--- config.mk ---
export PLATFORM = sky130hd
export DESIGN_NAME = unicode_escape_to_utf8_core
export DESIGN_NICKNAME = d
export VERILOG_FILES = /design/src/rtl/uesc_pkg.sv /design/src/rtl/uesc_dp.sv /design/src/rtl/uesc_ctrl.sv /design/src/rtl/unicode_escape_to_utf8_core.sv
export SDC_FILE = /design/constraint.sdc
export NUM_CORES = 1
export LEC_CHECK = 0
export BUFFER_PORTS_ARGS = -buffer_cell sky130_fd_sc_hd__buf_2
export CELL_PAD_IN_SITES_DETAIL_PLACEMENT = 0
export CELL_PAD_IN_SITES_GLOBAL_PLACEMENT = 1
export CORE_MARGIN = 1
export CORE_UTILIZATION = 40
export DETAILED_ROUTE_END_ITERATION = 12
export PLACE_DENSITY_LB_ADDON = 0.25
export SLEW_MARGIN = 10
export SYNTH_ARGS = -nofsm -noshare
export SYNTH_HDL_FRONTEND = slang
export SYNTH_SLANG_ARGS = --single-unit
--- constraint.sdc ---
create_clock -name clk_i -period 6.8 [get_ports clk_i]
set_input_delay 2.04 -clock clk_i [delete_from_list [all_inputs] [get_ports clk_i]]
set_output_delay 2.04 -clock clk_i [all_outputs]
set_load 0.02 [all_outputs]
--- src/rtl/uesc_pkg.sv ---
// Shared types, constants and UTF-8 helper functions for the unicode escape decoder.
// No dependencies; imported by uesc_ctrl, uesc_dp and unicode_escape_to_utf8_core.
package uesc_pkg;

  // Escape characters
  localparam logic [7:0] CharBslash = 8'h5C;  // backslash
  localparam logic [7:0] CharLowU   = 8'h75;  // 'u'
  localparam logic [7:0] CharUpU    = 8'h55;  // 'U'

  // Hold buffer: backslash, u/U and up to seven digits
  localparam int unsigned HoldDepth = 9;
  localparam int unsigned CntW      = $clog2(HoldDepth + 1);

  // Held count at which the next digit completes a short / long escape
  localparam logic [CntW-1:0] ShortDone = CntW'(5);
  localparam logic [CntW-1:0] LongDone  = CntW'(9);

  localparam int unsigned AccW = 32;
  localparam int unsigned CpW  = 21;
  localparam int unsigned LenW = 3;

  typedef enum logic [2:0] {
    ST_IDLE,
    ST_EVAL,
    ST_FLUSH_BRK,
    ST_FLUSH_END,
    ST_CODE
  } state_e;

  typedef enum logic [1:0] {
    ACC_KEEP,
    ACC_CLEAR,
    ACC_SHIFT
  } acc_op_e;

  typedef enum logic [1:0] {
    SRC_BYTE,
    SRC_HELD,
    SRC_CODE,
    SRC_MARK
  } emit_src_e;

  // Controller to datapath
  typedef struct packed {
    logic      latch;
    logic      hold;
    logic      cnt_clr;
    acc_op_e   acc_op;
    logic      idx_clr;
    logic      idx_inc;
    logic      emit;
    emit_src_e emit_src;
    logic      run_last;
    logic      string_end;
  } dp_cmd_t;

  // Datapath to controller
  typedef struct packed {
    logic is_bslash;
    logic is_u;
    logic is_hex;
    logic cnt_zero;
    logic cnt_one;
    logic esc_done;
    logic held_idx_last;
    logic code_none;
    logic code_idx_last;
    logic last;
    logic out_free;
  } dp_sts_t;

  // Hex digit test and value
  function automatic logic is_hex_digit(input logic [7:0] b);
    is_hex_digit = (b >= 8'h30 && b <= 8'h39) || (b >= 8'h61 && b <= 8'h66) ||
                   (b >= 8'h41 && b <= 8'h46);
  endfunction

  function automatic logic [3:0] hex_value(input logic [7:0] b);
    logic [7:0] v;
    if (b >= 8'h30 && b <= 8'h39) begin
      v = b - 8'h30;
    end else if (b >= 8'h61 && b <= 8'h66) begin
      v = b - 8'h57;
    end else begin
      v = b - 8'h37;
    end
    hex_value = v[3:0];
  endfunction

  // Number of UTF-8 bytes for a code point; 0 for surrogates and out of range
  function automatic logic [LenW-1:0] cp_byte_count(input logic [AccW-1:0] cp);
    if (cp >= 32'h0011_0000 || (cp >= 32'h0000_D800 && cp <= 32'h0000_DFFF)) begin
      cp_byte_count = 3'd0;
    end else if (cp < 32'h0000_0080) begin
      cp_byte_count = 3'd1;
    end else if (cp < 32'h0000_0800) begin
      cp_byte_count = 3'd2;
    end else if (cp < 32'h0001_0000) begin
      cp_byte_count = 3'd3;
    end else begin
      cp_byte_count = 3'd4;
    end
  endfunction

  // Byte k of the UTF-8 encoding of cp, given its length
  function automatic logic [7:0] utf8_byte(input logic [CpW-1:0] cp,
                                           input logic [LenW-1:0] len,
                                           input logic [1:0] k);
    logic [7:0] b;
    b = 8'h00;
    unique case (len)
      3'd1: b = {1'b0, cp[6:0]};
      3'd2: b = (k == 2'd0) ? {3'b110, cp[10:6]} : {2'b10, cp[5:0]};
      3'd3: begin
        unique case (k)
          2'd0:    b = {4'b1110, cp[15:12]};
          2'd1:    b = {2'b10, cp[11:6]};
          default: b = {2'b10, cp[5:0]};
        endcase
      end
      3'd4: begin
        unique case (k)
          2'd0: b = {5'b11110, cp[20:18]};
          2'd1: b = {2'b10, cp[17:12]};
          2'd2: b = {2'b10, cp[11:6]};
          2'd3: b = {2'b10, cp[5:0]};
        endcase
      end
      default: b = 8'h00;
    endcase
    utf8_byte = b;
  endfunction

endpackage

--- src/rtl/uesc_dp.sv ---
// Datapath of the unicode escape decoder: input latch, hold buffer, digit accumulator,
// read index and output word register. Uses uesc_pkg; driven by uesc_ctrl.
module uesc_dp
  import uesc_pkg::*;
(
  input  logic       clk_i,
  input  logic       rst_ni,
  input  dp_cmd_t    cmd_i,
  output dp_sts_t    sts_o,
  input  logic [7:0] in_byte_i,
  input  logic       in_last_i,
  output logic       out_valid_o,
  input  logic       out_ready_i,
  output logic [7:0] out_byte_o,
  output logic       byte_valid_o,
  output logic       run_last_o,
  output logic       string_end_o
);

  logic [7:0]      byte_q;
  logic            last_q;
  logic [7:0]      held_q [HoldDepth];
  logic [CntW-1:0] cnt_q, cnt_d;
  logic [AccW-1:0] acc_q, acc_d;
  logic [CntW-1:0] idx_q, idx_d;
  logic            out_valid_q, out_valid_d;
  logic [7:0]      out_byte_q;
  logic            byte_valid_q, run_last_q, string_end_q;

  logic [LenW-1:0] code_len;
  logic [7:0]      emit_byte;
  logic            emit_bv;
  logic            long_esc;

  // Latched input word
  always_ff @(posedge clk_i) begin
    if (cmd_i.latch) begin
      byte_q <= in_byte_i;
      last_q <= in_last_i;
    end
  end

  // Hold buffer, written at the fill position
  always_ff @(posedge clk_i) begin
    if (cmd_i.hold) begin
      held_q[cnt_q] <= byte_q;
    end
  end

  // Count, accumulator and index next state
  always_comb begin
    cnt_d = cnt_q;
    if (cmd_i.cnt_clr) begin
      cnt_d = '0;
    end else if (cmd_i.hold) begin
      cnt_d = cnt_q + CntW'(1);
    end
    unique case (cmd_i.acc_op)
      ACC_CLEAR: acc_d = '0;
      ACC_SHIFT: acc_d = {acc_q[AccW-5:0], hex_value(byte_q)};
      default:   acc_d = acc_q;
    endcase
    idx_d = idx_q;
    if (cmd_i.idx_clr) begin
      idx_d = '0;
    end else if (cmd_i.idx_inc) begin
      idx_d = idx_q + CntW'(1);
    end
  end

  always_ff @(posedge clk_i or negedge rst_ni) begin
    if (!rst_ni) begin
      cnt_q <= '0;
      acc_q <= '0;
      idx_q <= '0;
    end else begin
      cnt_q <= cnt_d;
      acc_q <= acc_d;
      idx_q <= idx_d;
    end
  end

  // Output word selection
  assign code_len = cp_byte_count(acc_q);

  always_comb begin
    emit_bv = 1'b1;
    unique case (cmd_i.emit_src)
      SRC_BYTE: emit_byte = byte_q;
      SRC_HELD: emit_byte = held_q[idx_q];
      SRC_CODE: emit_byte = utf8_byte(acc_q[CpW-1:0], code_len, idx_q[1:0]);
      default: begin
        emit_byte = 8'h00;
        emit_bv   = 1'b0;
      end
    endcase
  end

  // Output register
  always_comb begin
    out_valid_d = out_valid_q;
    if (cmd_i.emit) begin
      out_valid_d = 1'b1;
    end else if (out_ready_i) begin
      out_valid_d = 1'b0;
    end
  end

  always_ff @(posedge clk_i or negedge rst_ni) begin
    if (!rst_ni) begin
      out_valid_q <= 1'b0;
    end else begin
      out_valid_q <= out_valid_d;
    end
  end

  always_ff @(posedge clk_i) begin
    if (cmd_i.emit) begin
      out_byte_q   <= emit_byte;
      byte_valid_q <= emit_bv;
      run_last_q   <= cmd_i.run_last;
      string_end_q <= cmd_i.string_end;
    end
  end

  assign out_valid_o  = out_valid_q;
  assign out_byte_o   = out_byte_q;
  assign byte_valid_o = byte_valid_q;
  assign run_last_o   = run_last_q;
  assign string_end_o = string_end_q;

  // Status to the controller
  assign long_esc = (held_q[1] == CharUpU);

  always_comb begin
    sts_o.is_bslash     = (byte_q == CharBslash);
    sts_o.is_u          = (byte_q == CharLowU) || (byte_q == CharUpU);
    sts_o.is_hex        = is_hex_digit(byte_q);
    sts_o.cnt_zero      = (cnt_q == '0);
    sts_o.cnt_one       = (cnt_q == CntW'(1));
    sts_o.esc_done      = long_esc ? (cnt_q >= LongDone) : (cnt_q >= ShortDone);
    sts_o.held_idx_last = ((idx_q + CntW'(1)) == cnt_q);
    sts_o.code_none     = (code_len == '0);
    sts_o.code_idx_last = (idx_q == {1'b0, code_len - LenW'(1)});
    sts_o.last          = last_q;
    sts_o.out_free      = !out_valid_q || out_ready_i;
  end

endmodule

--- src/rtl/uesc_ctrl.sv ---
// Controller of the unicode escape decoder: sequences accept, evaluation, flushes
// and code emission. Uses uesc_pkg; commands uesc_dp.
module uesc_ctrl
  import uesc_pkg::*;
(
  input  logic    clk_i,
  input  logic    rst_ni,
  input  logic    in_valid_i,
  output logic    in_ready_o,
  input  dp_sts_t sts_i,
  output dp_cmd_t cmd_o
);

  state_e state_q, state_d;

  always_ff @(posedge clk_i or negedge rst_ni) begin
    if (!rst_ni) begin
      state_q <= ST_IDLE;
    end else begin
      state_q <= state_d;
    end
  end

  // Next state and commands
  always_comb begin
    state_d    = state_q;
    cmd_o      = '0;
    in_ready_o = 1'b0;
    unique case (state_q)
      ST_IDLE: begin
        in_ready_o = 1'b1;
        if (in_valid_i) begin
          cmd_o.latch = 1'b1;
          state_d     = ST_EVAL;
        end
      end

      ST_EVAL: begin
        cmd_o.idx_clr = 1'b1;
        priority if (sts_i.cnt_zero) begin
          if (sts_i.is_bslash) begin
            // start of a possible escape
            cmd_o.hold   = 1'b1;
            cmd_o.acc_op = ACC_CLEAR;
            state_d      = sts_i.last ? ST_FLUSH_END : ST_IDLE;
          end else if (sts_i.out_free) begin
            // plain word passes through
            cmd_o.emit       = 1'b1;
            cmd_o.emit_src   = SRC_BYTE;
            cmd_o.run_last   = 1'b1;
            cmd_o.string_end = sts_i.last;
            state_d          = ST_IDLE;
          end
        end else if (sts_i.cnt_one) begin
          if (sts_i.is_u) begin
            cmd_o.hold = 1'b1;
            state_d    = sts_i.last ? ST_FLUSH_END : ST_IDLE;
          end else begin
            state_d = ST_FLUSH_BRK;
          end
        end else if (sts_i.is_hex) begin
          cmd_o.acc_op = ACC_SHIFT;
          if (sts_i.esc_done) begin
            cmd_o.cnt_clr = 1'b1;
            state_d       = ST_CODE;
          end else begin
            cmd_o.hold = 1'b1;
            state_d    = sts_i.last ? ST_FLUSH_END : ST_IDLE;
          end
        end else begin
          state_d = ST_FLUSH_BRK;
        end
      end

      // Broken escape: emit held words, then handle the breaking word afresh
      ST_FLUSH_BRK: begin
        if (sts_i.out_free) begin
          cmd_o.emit     = 1'b1;
          cmd_o.emit_src = SRC_HELD;
          cmd_o.run_last = sts_i.held_idx_last && sts_i.is_bslash && !sts_i.last;
          if (sts_i.held_idx_last) begin
            cmd_o.cnt_clr = 1'b1;
            cmd_o.acc_op  = ACC_CLEAR;
            cmd_o.idx_clr = 1'b1;
            state_d       = ST_EVAL;
          end else begin
            cmd_o.idx_inc = 1'b1;
          end
        end
      end

      // End of string: emit whatever is still held
      ST_FLUSH_END: begin
        if (sts_i.out_free) begin
          cmd_o.emit       = 1'b1;
          cmd_o.emit_src   = SRC_HELD;
          cmd_o.run_last   = sts_i.held_idx_last;
          cmd_o.string_end = sts_i.held_idx_last;
          if (sts_i.held_idx_last) begin
            cmd_o.cnt_clr = 1'b1;
            cmd_o.acc_op  = ACC_CLEAR;
            state_d       = ST_IDLE;
          end else begin
            cmd_o.idx_inc = 1'b1;
          end
        end
      end

      // Completed escape: emit its UTF-8 encoding; if invalid, nothing, or only an end marker at string end
      ST_CODE: begin
        if (sts_i.code_none) begin
          if (!sts_i.last) begin
            cmd_o.acc_op = ACC_CLEAR;
            state_d      = ST_IDLE;
          end else if (sts_i.out_free) begin
            cmd_o.emit       = 1'b1;
            cmd_o.emit_src   = SRC_MARK;
            cmd_o.run_last   = 1'b1;
            cmd_o.string_end = 1'b1;
            cmd_o.acc_op     = ACC_CLEAR;
            state_d          = ST_IDLE;
          end
        end else if (sts_i.out_free) begin
          cmd_o.emit       = 1'b1;
          cmd_o.emit_src   = SRC_CODE;
          cmd_o.run_last   = sts_i.code_idx_last;
          cmd_o.string_end = sts_i.code_idx_last && sts_i.last;
          if (sts_i.code_idx_last) begin
            cmd_o.acc_op = ACC_CLEAR;
            state_d      = ST_IDLE;
          end else begin
            cmd_o.idx_inc = 1'b1;
          end
        end
      end

      default: state_d = ST_IDLE;
    endcase
  end

endmodule

--- src/rtl/unicode_escape_to_utf8_core.sv ---
// Unicode escape decoder top level: one input word at a time, results through an output register.
// Sequence: accept, evaluation, then emission of each output word in turn (a broken escape
// adds a second evaluation). A held word needs accept and evaluation only.
// The controller's single evaluate/emit sequence takes no new word until the last one is through.
// Reset (rst_ni low, asynchronous) clears the held count, accumulator and output valid.
// Uses uesc_pkg, uesc_ctrl and uesc_dp.
module unicode_escape_to_utf8_core
  import uesc_pkg::*;
(
  input  logic       clk_i,
  input  logic       rst_ni,
  input  logic       in_valid_i,
  output logic       in_ready_o,
  input  logic [7:0] in_byte_i,
  input  logic       in_last_i,
  output logic       out_valid_o,
  input  logic       out_ready_i,
  output logic [7:0] out_byte_o,
  output logic       byte_valid_o,
  output logic       run_last_o,
  output logic       string_end_o
);

  dp_cmd_t cmd;
  dp_sts_t sts;

  uesc_ctrl u_ctrl (
    .clk_i      (clk_i),
    .rst_ni     (rst_ni),
    .in_valid_i (in_valid_i),
    .in_ready_o (in_ready_o),
    .sts_i      (sts),
    .cmd_o      (cmd)
  );

  uesc_dp u_dp (
    .clk_i        (clk_i),
    .rst_ni       (rst_ni),
    .cmd_i        (cmd),
    .sts_o        (sts),
    .in_byte_i    (in_byte_i),
    .in_last_i    (in_last_i),
    .out_valid_o  (out_valid_o),
    .out_ready_i  (out_ready_i),
    .out_byte_o   (out_byte_o),
    .byte_valid_o (byte_valid_o),
    .run_last_o   (run_last_o),
    .string_end_o (string_end_o)
  );

endmodule

Word-level counts from Yosys, hierarchy flattened. Memories as Yosys holds them, arrays and structs flattened. Cells that the tools add are included.

Register bits after elaboration: 64. Output and inout port bits: 13. Memories: 1. Input port bits: 13. Word-level logic and storage cells: 167. RAM bits: 72.

Muxes and demuxes: 81. Equality and inequality tests: 29. Reduce and logical (&&, ||, !) cells: 25. Order comparisons: 14. $add $sub $neg: 6.

Memory list: u_dp.held_q (words 9, width 8, read ports 2, clocked after Yosys merged registers in 0, wr ports 1, line uesc_dp.sv:22) `logic [7:0] held_q [HoldDepth];`.

Operators with widths (number): 2-to-1 mux 3 bit (23); one-hot mux 32 bit (2 select lines) (1); one-hot mux 8 bit (4 select lines) (2); == test 8 x 7 -> 1 bit (second input constant) (4); >= comparator 32 x 16 -> 1 bit (second input constant) (1); >= comparator 32 x 21 -> 1 bit (second input constant) (1); <= comparator 32 x 16 -> 1 bit (second input constant) (1); less-than comparator 32 x 12 -> 1 bit (second input constant) (1); less-than comparator 32 x 17 -> 1 bit (second input constant) (1); less-than comparator 32 x 8 -> 1 bit (second input constant) (1); 2-to-1 mux 4 bit (8); 2-to-1 mux 5 bit (6); one-hot mux 8 bit (3 select lines) (1); 2-to-1 mux 1 bit (23); >= comparator 8 x 7 -> 1 bit (second input constant) (2); <= comparator 8 x 7 -> 1 bit (second input constant) (2); one-hot mux 4 bit (4 select lines) (1); one-hot mux 3 bit (5 select lines) (1); one-hot mux 7 bit (2 select lines) (1); == test 3 x 2 -> 1 bit (second input constant) (4); 2-to-1 mux 6 bit (2); 2-to-1 mux 2 bit (5); 2-to-1 mux 9 bit (1); one-hot mux 1 bit (3 select lines) (3); 31 further kinds (59).

Depth between registers and ports, before layout. Gate-level depths: netlist (run 1).

Depth after elaboration: 14. Mapped depth: 15. Mapped depth without buffers: 13.

Modules after synthesis. A second synthesis (run 1) with hierarchy kept.

Cells, all modules: 572. Area total of the unflattened synthesis: 6731.5 um^2.

By module, submodules not included: uesc_dp (seq. area each 3788.6 um^2, times used 1, cells an instance 506, area an instance 6281.0 um^2); uesc_ctrl (seq. area each 75.1 um^2, times used 1, cells an instance 66, area an instance 450.4 um^2).

Worst setup path after synthesis (run 1). No wires, ideal clock.

Kind: input to register. Start: input out_ready_i. End: register u_dp.acc_q[10]. Path buffers: 2. Arrival time: 3.591 ns. Setup slack: 3.126 ns. Stages on the path: 8. Required time: 6.717 ns. Setup time: 0.083 ns. Path through: and2b_1 nor3_1 a221oi_2 ha_1 clkbuf_1 clkbuf_1 nand2_1 o21ai_0.

Word-level cells in the longest chain between the ends: 7. Elaborated cells between the ends (all ways): 12. Classes of those cells: eq/ne (2); mux (8); reduce/logical (2).

Ends and longest elaborated chain: start: declaration (line unicode_escape_to_utf8_core.sv:17) `input logic out_ready_i,`; logical OR 1 bit * (line uesc_dp.sv:146) `sts_o.out_free = !out_valid_q || out_ready_i;`; 2-to-1 mux 1 bit (line uesc_ctrl.sv:115) `end else if (sts_i.out_free) begin`; 2-to-1 mux 2 bit (line uesc_ctrl.sv:112) `if (!sts_i.last) begin`; 2-to-1 mux 2 bit (line uesc_ctrl.sv:111) `if (sts_i.code_none) begin`; one-hot mux 2 bit (4 select lines) * (line uesc_ctrl.sv:29) `unique case (state_q)`; == test 2 bit / == test 2 x 1 -> 1 bit (equally long branches) (line uesc_dp.sv:58) `unique case (cmd_i.acc_op)`; one-hot mux 32 bit (2 select lines) / nonzero test 2 bit (equally long branches); end signal: assignment (line uesc_dp.sv:74) `acc_q <= '0;`; end signal: assignment (line uesc_dp.sv:78) `acc_q <= acc_d;`; end: declaration (line uesc_dp.sv:24) `logic [AccW-1:0] acc_q, acc_d;`.

Mark *: on every way between the ends. The rest lies on a longest branch, timed or not. A chain may end at the register's enable or synchronous reset.

Worst setup path after layout (run 1).
Start: register u_dp.acc_q[19]. End: register u_dp.acc_q[0].

Word-level cells in the longest chain between the ends: 13. Elaborated cells between the ends (all ways): 23. Classes of those cells: add/sub (1); order compare (6); eq/ne (3); mux (9); reduce/logical (4).

Ends and longest elaborated chain: less-than comparator 32 x 17 -> 1 bit (line uesc_pkg.sv:98) `end else if (cp < 32'h0001_0000) begin`; 2-to-1 mux 3 bit (line uesc_pkg.sv:98); 2-to-1 mux 3 bit (line uesc_pkg.sv:96) `end else if (cp < 32'h0000_0800) begin`; 2-to-1 mux 3 bit (line uesc_pkg.sv:94) `end else if (cp < 32'h0000_0080) begin`; 2-to-1 mux 3 bit * (line uesc_pkg.sv:92) `if (cp >= 32'h0011_0000 || (cp >= 32'h0000_D800 && cp <= 32'h0000_DFFF)) begin`; subtractor 3 x 1 -> 3 bit (line uesc_dp.sv:144) `sts_o.code_idx_last = (idx_q == {1'b0, code_len - LenW'(1)});`; == test 4 x 3 -> 1 bit (line uesc_dp.sv:144); 2-to-1 mux 1 bit (line uesc_ctrl.sv:128) `if (sts_i.code_idx_last) begin`; 2-to-1 mux 2 bit (line uesc_ctrl.sv:123) `end else if (sts_i.out_free) begin`; 2-to-1 mux 2 bit * (line uesc_ctrl.sv:111); one-hot mux 2 bit (4 select lines) * (line uesc_ctrl.sv:29); == test 2 bit / == test 2 x 1 -> 1 bit (equally long branches) (line uesc_dp.sv:58); one-hot mux 32 bit (2 select lines) / nonzero test 2 bit (equally long branches).

Marks and branches as above.

==> results of run 1 <==
## worst max-delay path: stages, from the launching register on
cell and delay (ns):
sky130_fd_sc_hd__dfrtp_1 0.43, sky130_fd_sc_hd__nor4_1 0.44, sky130_fd_sc_hd__nor2b_1 0.33, sky130_fd_sc_hd__nand3_1 0.11, sky130_fd_sc_hd__a21o_1 0.21, sky130_fd_sc_hd__ha_1 0.20
sky130_fd_sc_hd__xnor2_1 0.14, sky130_fd_sc_hd__xnor2_1 0.19, sky130_fd_sc_hd__a32oi_2 0.39, sky130_fd_sc_hd__a21oi_2 0.08, sky130_fd_sc_hd__a221oi_2 0.30, sky130_fd_sc_hd__ha_1 0.86
sky130_fd_sc_hd__nand2b_1 0.20, sky130_fd_sc_hd__o21ai_0 0.23
## cells in the final DEF (no fill, tap or decap), drive strengths merged, types with 4 or more instances in the layout
cell type,count
edfxtp,92
mux2i,12
inv,17
nor2b,6
a222oi,7
and3,9
and2,8
clkbuf,18
xnor2,14
dfrtp,44
a21oi,28
ha,21
a21o,5
o21ai,55
a22oi,13
nand2,95
nand2b,4
clkinv,5
nor3,7
mux4,16
clkinvlp,5
nor2,30
nand4,4
nor4,6
buf,29
nand3,12
## final cells by class
class | instances | area, um2 | share of cell area [%]
Clock buffer | 18 | 429 | 5.63
Clock inverter | 14 | 125 | 1.64
Inverter | 14 | 52.6 | 0.690
Multi-Input combinational cell | 393 | 2720 | 35.6
Sequential cell | 136 | 3860 | 50.7
Tap cell | 220 | 275 | 3.61
Timing Repair Buffer | 29 | 155 | 2.04
## per-stage QoR
step	setup slack (ns)	total power [uW]
finish	2.59	2900
global placement	2.59	2040
detailed placement	2.54	2050
floorplan	3.13	1790
global route	2.11	3050
CTS	2.60	2920
## worst max path at each step
stage,endpoint,start,slack (ns),cells after the start
floorplan,u_dp.acc_q[10],out_ready_i,3.13,8
global placement,u_dp.out_byte_o[4],out_ready_i,2.59,5
detailed placement,u_dp.acc_q[0],out_ready_i,2.54,7
CTS,u_dp.acc_q[0],u_dp.acc_q[19],2.60,13
global route,u_dp.acc_q[3],u_dp.acc_q[19],2.11,13
finish,u_dp.acc_q[0],u_dp.acc_q[19],2.59,13
## synth_stat cells (9+ instances only)
| cell | number |
|---|---|
| sky130_fd_sc_hd__a21oi_1 | 26 |
| sky130_fd_sc_hd__a22oi_1 | 13 |
| sky130_fd_sc_hd__and3_1 | 9 |
| sky130_fd_sc_hd__clkbuf_1 | 25 |
| sky130_fd_sc_hd__dfrtp_1 | 44 |
| sky130_fd_sc_hd__edfxtp_1 | 92 |
| sky130_fd_sc_hd__ha_1 | 21 |
| sky130_fd_sc_hd__inv_1 | 14 |
| sky130_fd_sc_hd__mux2i_1 | 12 |
| sky130_fd_sc_hd__mux4_2 | 16 |
| sky130_fd_sc_hd__nand2_1 | 95 |
| sky130_fd_sc_hd__nand3_1 | 12 |
| sky130_fd_sc_hd__nor2_1 | 30 |
| sky130_fd_sc_hd__o21ai_0 | 55 |
| sky130_fd_sc_hd__xnor2_1 | 13 |
## state kept, by name, indices dropped and copies added, names as in the netlist
signal and flops:
u_dp.byte_valid_o 1, u_dp.cnt_q 4, u_dp.held_q 72, u_dp.string_end_o 1, u_dp.out_valid_o 1, u_dp.run_last_o 1, u_dp.acc_q 32, u_dp.byte_q 8
u_ctrl.state_q 3, u_dp.last_q 1, u_dp.idx_q 4, u_dp.out_byte_o 8
## kinds of logic after synthesis
logic type | share of synthesized area, %
and+or+nand+nor | 14.0
DFF | 57.2
AOI/OAI and AO/OA | 12.7
buffers and inverters | 2.63
muxes | 7.44
adders and majority gates | 3.89
xor gates and xnor gates | 2.19
## power groups by stage
stage	combinational (uW)	clock (uW)	sequential (uW)
floorplan	657	0	1130
global placement	872	0	1170
detailed placement	876	0	1170
CTS	879	881	1160
global route	960	915	1180
finish	876	864	1160
## per-layer routing
| metal | global-route usage, % | routed length [um] | vias up |
|---|---|---|---|
| li1 | - | - | 2169 |
| met1 | 28.8 | 7670 | 2303 |
| met2 | 28.7 | 7260 | 133 |
| met3 | 4.11 | 777 | 20 |
| met4 | 6.72 | 221 | 0 |
| met5 | 0 | 0 | - |
==> key figures, run 1 <==
Synthesis
  • Synth top area share: 40.9%
  • Number of synthesized register bits: 136
  • Gate count of the mapped netlist: 573
  • Top FF cell, synth: sky130_fd_sc_hd__edfxtp_1
  • Per-instance average area after synthesis: 11.8 um2
  • Biggest area consumer among synthesized cells: sky130_fd_sc_hd__edfxtp_1
  • Ys Warns: 0
  • Async set-reset flop share out of synthesis: 32.4%
  • Distinct cells, synth: 62
  • Top post-synthesis cells by area: sky130_fd_sc_hd__edfxtp_1, sky130_fd_sc_hd__dfrtp_1, sky130_fd_sc_hd__mux4_2
  • Net count of the mapped netlist: 607
  • EDFF count, synth: 92
  • Share of the yosys chip area belonging to registers: 57.2%
  • Post-synthesis instance area: 6760 um2

Clock network
  • Cell chosen for the clock root: sky130_fd_sc_hd__clkbuf_16
  • Number of hold buffers added after CTS: 0
  • Level count of the clock H-tree: 4
  • Clk slew on worst S/H paths: 0.06 ns
  • Count of instances resized after the clock tree is built: 0
  • Clock latency at the later pin of the worst-skew pair: 0.43 ns
  • Total setup buffers inserted after CTS: 0
  • Number of buffers created by CTS: 17
  • CTS tree: yes
  • Maximum count of clock buffers along a single path: 2
  • Sink Count: 136

Route
  • Router iterations before antenna repair: 7
  • Aggregate routed wire length: 15900 um
  • Post-route DRC: 0
  • Number of DRC markers after the initial detailed-route iteration: 420
  • Vias per cell: 5.61
  • Detail-routed net length per standard cell: 19.3 um
  • Number of nets with antenna violations after detailed routing: 0
  • Vias: 4625

Setup path
  • Startpoint of the most critical register-to-register path: u_dp.acc_q[19]
  • Destination of the worst register-to-register timing path: u_dp.acc_q[0]
  • Top fanout value on the critical path: 29
  • CP Class: flip-flop to flip-flop
  • Kind of start point of the critical path: flip-flop
  • Required time worst endpoint: 7.13 ns
  • Reg2Reg Depth: 13
  • Data arrival time at the worst-slack endpoint: 4.54 ns
  • Crit. End Element: flip-flop
  • Setup slack on the worst flop-to-flop path: 2.59 ns

Power
  • Static leakage: 0.00283 uW
  • Combinational Power Share: 30.2%
  • Pwr Density: 380 nW/um2
  • Peak ir drop on the vdd network: 0.241 mV
  • NetSw: 1040 uW
  • Clock share of power: 29.8%
  • Sequential cell fraction of total power: 40.0%
  • Fraction of power spent switching nets: 35.9%
  • Power Internal: 1860 uW

STA
  • Slew HR: 32.8%
  • Least-Margin Pin Slew: 1.01 ns
  • RSZ-0062 raised after global routing: no
  • Maximum achievable frequency: 0.238 GHz
  • Worst hold margin: 0.489 ns
  • Worst clock skew on the final layout: 0.0107 ns
  • Period Utilization, post-route: 61.9%
  • Number of pins exceeding their max-slew limit in the final report: 0
  • Time the worst path needs with I/O delays and setup: 4.21 ns
  • Setup-failing EPs final: 0
  • Count of endpoints failing hold in the final timing report: 0
  • Setup TNS: 0 ns

Final layout
  • Util after Layout: 46.1%
  • Antenna diode count: 0
  • Area grow syn2layout: 12.7%
  • Cell area after layout: 7620 um2
  • Post-route insts no fill: 824
  • Nets: 625
  • Fraction of final layout cells sized beyond drive strength 1: 14.7%
  • Filler cell count: 1519

Place
  • Quantity of I/O buffers inserted on ports: 25
  • DP HPWL: 10800 um
  • Placement-stage cell area: 7060 um2
  • RePlAce Congestion: 0.841
  • Total instance count after detailed placement: 792

Floorplan
  • Die Ht: 132 um
  • Chip width: 132 um
  • Initial standard-cell utilization of the core: 40.9%
  • Top-level I/O count: 26
  • Die Outline Area: 17400 um2
  • Core footprint: 16500 um2
  • Number of placement rows: 47

Status
  • Status: complete, no violations

Global routing
  • GRT Residual Overflow: 0
  • GRT Resource Usage Total: 19.6%
  • Number of antenna violations at the first check in global routing: 0
  • Via count of the first global-routing pass: 4433
  • Maximum number of pins on one net before global-route repair: 62
  • Global-route wire length before repair: 25400 um

Hold path
  • Worst hold path class: flip-flop to flip-flop
  • Hold path endpoint: u_dp.acc_q[28]
  • Origin of the worst min-delay path: u_dp.acc_q[28]
  • Hold Path Stages: 2

Flow run
  • Reported max-cap violation count: 0
No activity file was read; power rests on OpenSTA's default activity.
==> inputs of run 2 (changes only) <==
==> constraint.sdc (replaced) <==
create_clock -name clk_i -period 3.7 [get_ports clk_i]
set_input_delay 1.11 -clock clk_i [delete_from_list [all_inputs] [get_ports clk_i]]
set_output_delay 1.11 -clock clk_i [all_outputs]
set_load 0.02 [all_outputs]
==> run 2 against run 1 <==
Against the previous run:
- core utilization rose by 1.4 points
- register-to-register slack worse by 2.3 ns
- critical path depth unchanged
- sequential share of layout area is 1.5 points lower
- via count rose by 1.2%
- total power rose by 92%
- cell count grew 2.2%
- sequential power is 75% higher
- global-route usage up 0.31 points
- worst hold slack worse by 0.0025 ns
- critical path type unchanged
- largest power group unchanged
==> key figures, run 2 (same netlist as run 1, synthesis figures left out) <==
STA
  • Maximum achievable frequency: 0.293 GHz
  • Final WS setup: 0.291 ns
  • Worst clock skew on the final layout: 0.0145 ns
  • Setup TNS: 0 ns
  • Slew HR: 32.5%
  • Count of endpoints failing hold in the final timing report: 0
  • Period Utilization, post-route: 92.1%
  • RSZ-0062 raised after global routing: no
  • Time the worst path needs with I/O delays and setup: 3.41 ns
  • Setup-failing EPs final: 0
  • Number of pins exceeding their max-slew limit in the final report: 0
  • Least-Margin Pin Slew: 1.01 ns

Hold path
  • Worst hold path class: flip-flop to flip-flop
  • Hold Path Stages: 2

Power
  • Fraction of power spent switching nets: 34.3%
  • Sequential cell fraction of total power: 36.5%
  • Pwr Density: 710 nW/um2
  • Clock share of power: 31.8%
  • Power Internal: 3660 uW
  • Static leakage: 0.00297 uW
  • NetSw: 1910 uW
  • Peak ir drop on the vdd network: 0.422 mV
  • Combinational Power Share: 31.7%

Flow run
  • Reported max-cap violation count: 0

Global routing
  • Maximum number of pins on one net before global-route repair: 61
  • GRT Resource Usage Total: 19.9%
  • Via count of the first global-routing pass: 4570
  • Number of antenna violations at the first check in global routing: 0
  • GRT Residual Overflow: 0
  • Global-route wire length before repair: 25900 um

Route
  • Post-Route M1 WL: 8060 um
  • Routed wl met3: 815 um
  • Metal2 WL: 7150 um
  • Vias: 4682
  • Number of DRC markers after the initial detailed-route iteration: 466
  • Number of nets with antenna violations after detailed routing: 0
  • Aggregate routed wire length: 16200 um
  • Detail-routed net length per standard cell: 19.3 um
  • Router iterations before antenna repair: 7
  • Top routing layer used: met4
  • Vias per cell: 5.56
  • Post-route DRC: 0

Clock network
  • Number of hold buffers added after CTS: 0
  • CTS tree: yes
  • Maximum count of clock buffers along a single path: 2
  • Sink Count: 136
  • Clk slew on worst S/H paths: 0.06 ns
  • Level count of the clock H-tree: 4
  • Cell chosen for the clock root: sky130_fd_sc_hd__clkbuf_16
  • Total setup buffers inserted after CTS: 0
  • Clock latency at the later pin of the worst-skew pair: 0.43 ns
  • Number of buffers created by CTS: 17

Final layout
  • Area grow syn2layout: 16.1%
  • Area taken by multi-input logic gates: 2720 um2
  • Biggest register: u_dp.held_q
  • Fraction of final layout cells sized beyond drive strength 1: 17.4%
  • Most frequent cells in the layout: sky130_fd_sc_hd__nand2_1, sky130_fd_sc_hd__edfxtp_1, sky130_fd_sc_hd__o21ai_0, sky130_fd_sc_hd__dfrtp_1, sky130_fd_sc_hd__nor2_1
  • Flip-flop count of the largest register, all copies and words added: 72
  • Most common cell after layout, fill and taps aside: sky130_fd_sc_hd__nand2_1
  • Filler cell count: 1496
  • Leading registers by flop count: u_dp.held_q: 72 flops, u_dp.acc_q: 32 flops
  • Register area: 3860 um2
  • Antenna diode count: 0
  • Nets: 643

Place
  • DP HPWL: 10900 um
  • Quantity of I/O buffers inserted on ports: 25
  • RePlAce Congestion: 0.850
  • Setup slack after placement: 0.173 ns

Status
  • Status: complete, no violations

Setup path
  • Delay of the slowest cell on the worst path: 0.57 ns
  • Reg2Reg Depth: 13
  • Most numerous cell on the critical path: sky130_fd_sc_hd__ha_1
  • Kind of start point of the critical path: flip-flop
  • Top fanout value on the critical path: 60
  • WP depth: 13
  • Crit. End Element: flip-flop
  • Required time worst endpoint: 3.99 ns
  • Crit-path cells: or4_4 -> or3_4 -> nand4_4 -> ha_1 -> xnor2_1 -> nor2_1 -> a32oi_2 -> a21oi_2 -> a221oi_2 -> ha_1 -> buf_8 -> nand2_1 -> o21ai_0
  • Slowest cell on the critical path: sky130_fd_sc_hd__or4_4
  • Number of buffers and inverters on the critical path: 1
  • Kind of cell adding the most delay to the critical path: simple AND/OR/NAND/NOR gates
  • Data arrival time at the worst-slack endpoint: 3.70 ns
  • CP Class: flip-flop to flip-flop

Floorplan
  • Die Ht: 132 um
  • Initial standard-cell utilization of the core: 40.9%
  • Number of placement rows: 47
  • Core footprint: 16500 um2
  • Chip width: 132 um
  • Die Outline Area: 17400 um2
  • Top-level I/O count: 26
run 2: tightest hold or removal path: stages (launching register included):
cell	delay [ns]
sky130_fd_sc_hd__dfrtp_1	0.34
sky130_fd_sc_hd__nand2_1	0.05
sky130_fd_sc_hd__o21ai_0	0.06
run 2: per-layer routing:
layer  vias to the layer above  track usage [%]
met2                       140             28.7
met5                         -                0
li1                       2206                -
met4                         0             6.14
met3                        17             4.54
met1                      2319             29.7
run 2: cell type report:
cell class / instances / share of cell area, %
Multi-Input combinational cell: 393 / 34.7
Clock buffer: 22 / 6.05
Inverter: 14 / 0.670
Timing Repair Buffer: 47 / 3.96
Sequential cell: 136 / 49.3
Clock inverter: 10 / 1.84
Tap cell: 220 / 3.51
run 2: final timing paths:
path	slack, ns	from	end
max	0.29	u_dp.acc_q[14]	u_dp.acc_q[5]
min	0.49	u_dp.acc_q[31]	u_dp.acc_q[31]
max reg2reg	0.29	u_dp.acc_q[14]	u_dp.acc_q[5]
min reg2reg	0.49	u_dp.acc_q[31]	u_dp.acc_q[31]
max in group asynchronous	2.22	rst_ni	u_dp.acc_q[9]
min in group asynchronous	0.86	rst_ni	u_dp.acc_q[19]
run 2: metrics by stage:
stage | hold slack, ns | area, um2 | cells | power [uW] | utilization [%]
floorplan | 0.450 | 6760 | 573 | 3290 | -
global placement | 0.464 | 7210 | 810 | 3800 | 43.6
detailed placement | 0.478 | 7210 | 810 | 3830 | 43.6
CTS | 0.491 | 7830 | 842 | 5600 | 47.4
global route | 0.519 | 7840 | 842 | 5870 | 47.5
finish | 0.487 | 7840 | 842 | 5560 | 47.5
run 2: power groups by stage:
stage / sequential, uW / clock, uW / combinational (uW)
finish: 2030 / 1770 / 1760
global route: 2060 / 1870 / 1940
CTS: 2030 / 1790 / 1770
detailed placement: 2060 / 0 / 1760
global placement: 2050 / 0 / 1750
floorplan: 2080 / 0 / 1210
run 2: what timing repair did:
action / CTS / global route
hold endpoints to repair: 0 / 0
resized for setup: 0 / 4
setup endpoints to repair: 0 / 32
==> inputs of run 3 (changes only) <==
--- a/config.mk
+++ b/config.mk
@@ -6,12 +6,11 @@
 export NUM_CORES = 1
 export LEC_CHECK = 0
 export BUFFER_PORTS_ARGS = -buffer_cell sky130_fd_sc_hd__buf_2
-export CELL_PAD_IN_SITES_DETAIL_PLACEMENT = 0
-export CELL_PAD_IN_SITES_GLOBAL_PLACEMENT = 1
+export CORE_ASPECT_RATIO = 0.7
 export CORE_MARGIN = 1
 export CORE_UTILIZATION = 40
 export DETAILED_ROUTE_END_ITERATION = 12
-export PLACE_DENSITY_LB_ADDON = 0.25
+export PLACE_DENSITY = 0.69
 export SLEW_MARGIN = 10
 export SYNTH_ARGS = -nofsm -noshare
 export SYNTH_HDL_FRONTEND = slang
==> run 3 against run 2 <==
Against the previous run:
- flip-flop and latch count unchanged
- clock skew is 0.0056 ns lower
- wire length rose by 2.7%
- count of clock-buffer cells in the layout fell by 5
- die area hardly changed
- setup slack lost 0.039 ns
- fmax down 1.1%
- core utilization is 0.46 points higher
- cell area rose by 0.19%
- register-to-register slack worse by 0.04 ns
- critical path type unchanged
- critical endpoint is now u_dp.acc_q[3]
- highest routed layer unchanged
==> key figures, run 3 (same netlist as run 1, synthesis figures left out) <==
Clock network
  • Count of instances resized after the clock tree is built: 0
  • Clk slew on worst S/H paths: 0.06 ns
  • Total setup buffers inserted after CTS: 0
  • Level count of the clock H-tree: 4
  • Maximum count of clock buffers along a single path: 2
  • Number of buffers created by CTS: 17
  • Number of hold buffers added after CTS: 0
  • Clock latency at the later pin of the worst-skew pair: 0.42 ns
  • Cell chosen for the clock root: sky130_fd_sc_hd__clkbuf_16
  • Sink Count: 136
  • CTS tree: yes

Power
  • Power Internal: 3620 uW
  • Static leakage: 0.00296 uW
  • Fraction of power spent switching nets: 35.0%
  • NetSw: 1950 uW
  • Combinational Power Share: 32.0%
  • Sequential cell fraction of total power: 37.1%
  • Pwr Density: 710 nW/um2
  • Clock share of power: 30.9%
  • Peak ir drop on the vdd network: 0.384 mV

Floorplan
  • Initial standard-cell utilization of the core: 41.2%
  • Number of placement rows: 39
  • Top-level I/O count: 26
  • Die Ht: 111 um
  • Die Outline Area: 17400 um2
  • Core footprint: 16400 um2
  • Chip width: 157 um

Route
  • Vias per cell: 5.76
  • Detail-routed net length per standard cell: 19.7 um
  • Post-route DRC: 0
  • Number of nets with antenna violations after detailed routing: 0
  • Number of DRC markers after the initial detailed-route iteration: 557
  • Vias: 4871
  • Router iterations before antenna repair: 7
  • Aggregate routed wire length: 16700 um

STA
  • Worst clock skew on the final layout: 0.00889 ns
  • Maximum achievable frequency: 0.290 GHz
  • Least-Margin Pin Slew: 1.01 ns
  • Setup-failing EPs final: 0
  • Period Utilization, post-route: 93.2%
  • Worst hold margin: 0.490 ns
  • Time the worst path needs with I/O delays and setup: 3.45 ns
  • Count of endpoints failing hold in the final timing report: 0
  • Number of pins exceeding their max-slew limit in the final report: 0
  • Slew HR: 32.5%
  • RSZ-0062 raised after global routing: no
  • Setup TNS: 0 ns

Final layout
  • Biggest register: u_dp.held_q
  • Fraction of final layout cells sized beyond drive strength 1: 17.6%
  • Antenna diode count: 0
  • Most frequent cells in the layout: sky130_fd_sc_hd__nand2_1, sky130_fd_sc_hd__edfxtp_1, sky130_fd_sc_hd__o21ai_0, sky130_fd_sc_hd__dfrtp_1, sky130_fd_sc_hd__nor2_1
  • Leading registers by flop count: u_dp.held_q: 72 flops, u_dp.acc_q: 32 flops
  • Most common cell after layout, fill and taps aside: sky130_fd_sc_hd__nand2_1
  • Flip-flop count of the largest register, all copies and words added: 72
  • Area grow syn2layout: 16.3%
  • Nets: 642

Hold path
  • Worst hold path class: flip-flop to flip-flop
  • Hold Path Stages: 2

Setup path
  • Top fanout value on the critical path: 29
  • Kind of start point of the critical path: flip-flop
  • Reg2Reg Depth: 13
  • Setup slack on the worst flop-to-flop path: 0.25 ns
  • Crit. End Element: flip-flop
  • Required time worst endpoint: 4.03 ns
  • CP Class: flip-flop to flip-flop
  • Data arrival time at the worst-slack endpoint: 3.78 ns

Place
  • Quantity of I/O buffers inserted on ports: 25
  • RePlAce Congestion: 0.917
  • DP HPWL: 11600 um

Global routing
  • Global-route wire length before repair: 26000 um
  • Maximum number of pins on one net before global-route repair: 61
  • GRT Resource Usage Total: 20.3%
  • Via count of the first global-routing pass: 4568
  • GRT Residual Overflow: 0
  • Number of antenna violations at the first check in global routing: 0

Status
  • Status: complete, no violations

Flow run
  • Reported max-cap violation count: 0
run 3: cell types whose count changed in the layout (fill, tap and decap cells not counted), sizes merged:
cell,before,now
clkbuf,22,18
inv,16,19
buf,47,45
clkinvlp,3,4
run 3: worst max-delay path: stages, from the launching register on:
cell	delay [ns]
sky130_fd_sc_hd__dfrtp_2	0.45
sky130_fd_sc_hd__or4_4	0.57
sky130_fd_sc_hd__or3_4	0.39
sky130_fd_sc_hd__nand4_4	0.14
sky130_fd_sc_hd__ha_1	0.25
sky130_fd_sc_hd__xnor2_1	0.14
sky130_fd_sc_hd__nor2_1	0.08
sky130_fd_sc_hd__a32oi_2	0.28
sky130_fd_sc_hd__a21oi_2	0.06
sky130_fd_sc_hd__a221oi_2	0.33
sky130_fd_sc_hd__ha_4	0.19
sky130_fd_sc_hd__buf_12	0.17
sky130_fd_sc_hd__nand2b_1	0.12
sky130_fd_sc_hd__o21ai_0	0.18
run 3: layout make-up:
class / instances / area [um2]
fillers: 1434 / 8540
inverters: 14 / 52.6
clock inverters: 14 / 173
flip-flops and latches: 136 / 3860
repair buffers: 46 / 325
multi-input cells: 393 / 2730
well taps: 225 / 282
clock buffers: 17 / 425
run 3: through the flow:
step                      setup WS, ns  std cells  instance area [um2]  utilization, %  total power [uW]
after detailed placement         0.210        813                 7210            44.0              3830
after CTS                        0.190        844                 7810            47.6              5560
after global placement           0.310        813                 7210            44.0              3770
after global routing           0.00731        845                 7860            47.9              5830
final                            0.251        845                 7860            47.9              5570
after floorplan                  0.223        573                 6760               -              3290
run 3: power by group through the flow:
stage / clock network [uW] / logic (uW) / registers (uW)
global route: 1810 / 1930 / 2090
global placement: 0 / 1690 / 2080
detailed placement: 0 / 1740 / 2090
finish: 1720 / 1780 / 2070
CTS: 1750 / 1750 / 2060
floorplan: 0 / 1210 / 2080
run 3: worst paths after layout:
path | from | endpoint
worst max-delay path | u_dp.acc_q[14] | u_dp.acc_q[3]
worst min-delay path | u_dp.acc_q[30] | u_dp.acc_q[30]
worst max register to register | u_dp.acc_q[14] | u_dp.acc_q[3]
worst min register to register | u_dp.acc_q[30] | u_dp.acc_q[30]
max in group asynchronous | rst_ni | u_dp.acc_q[14]
min in group asynchronous | rst_ni | u_dp.acc_q[17]
run 3: routing by layer:
layer	vias to the layer above	wire, um	track usage (%)
met3	16	1370	5.47
met5	-	0	0
li1	2201	-	-
met2	224	7120	27.5
met1	2430	8040	31.4
met4	0	128	6.21
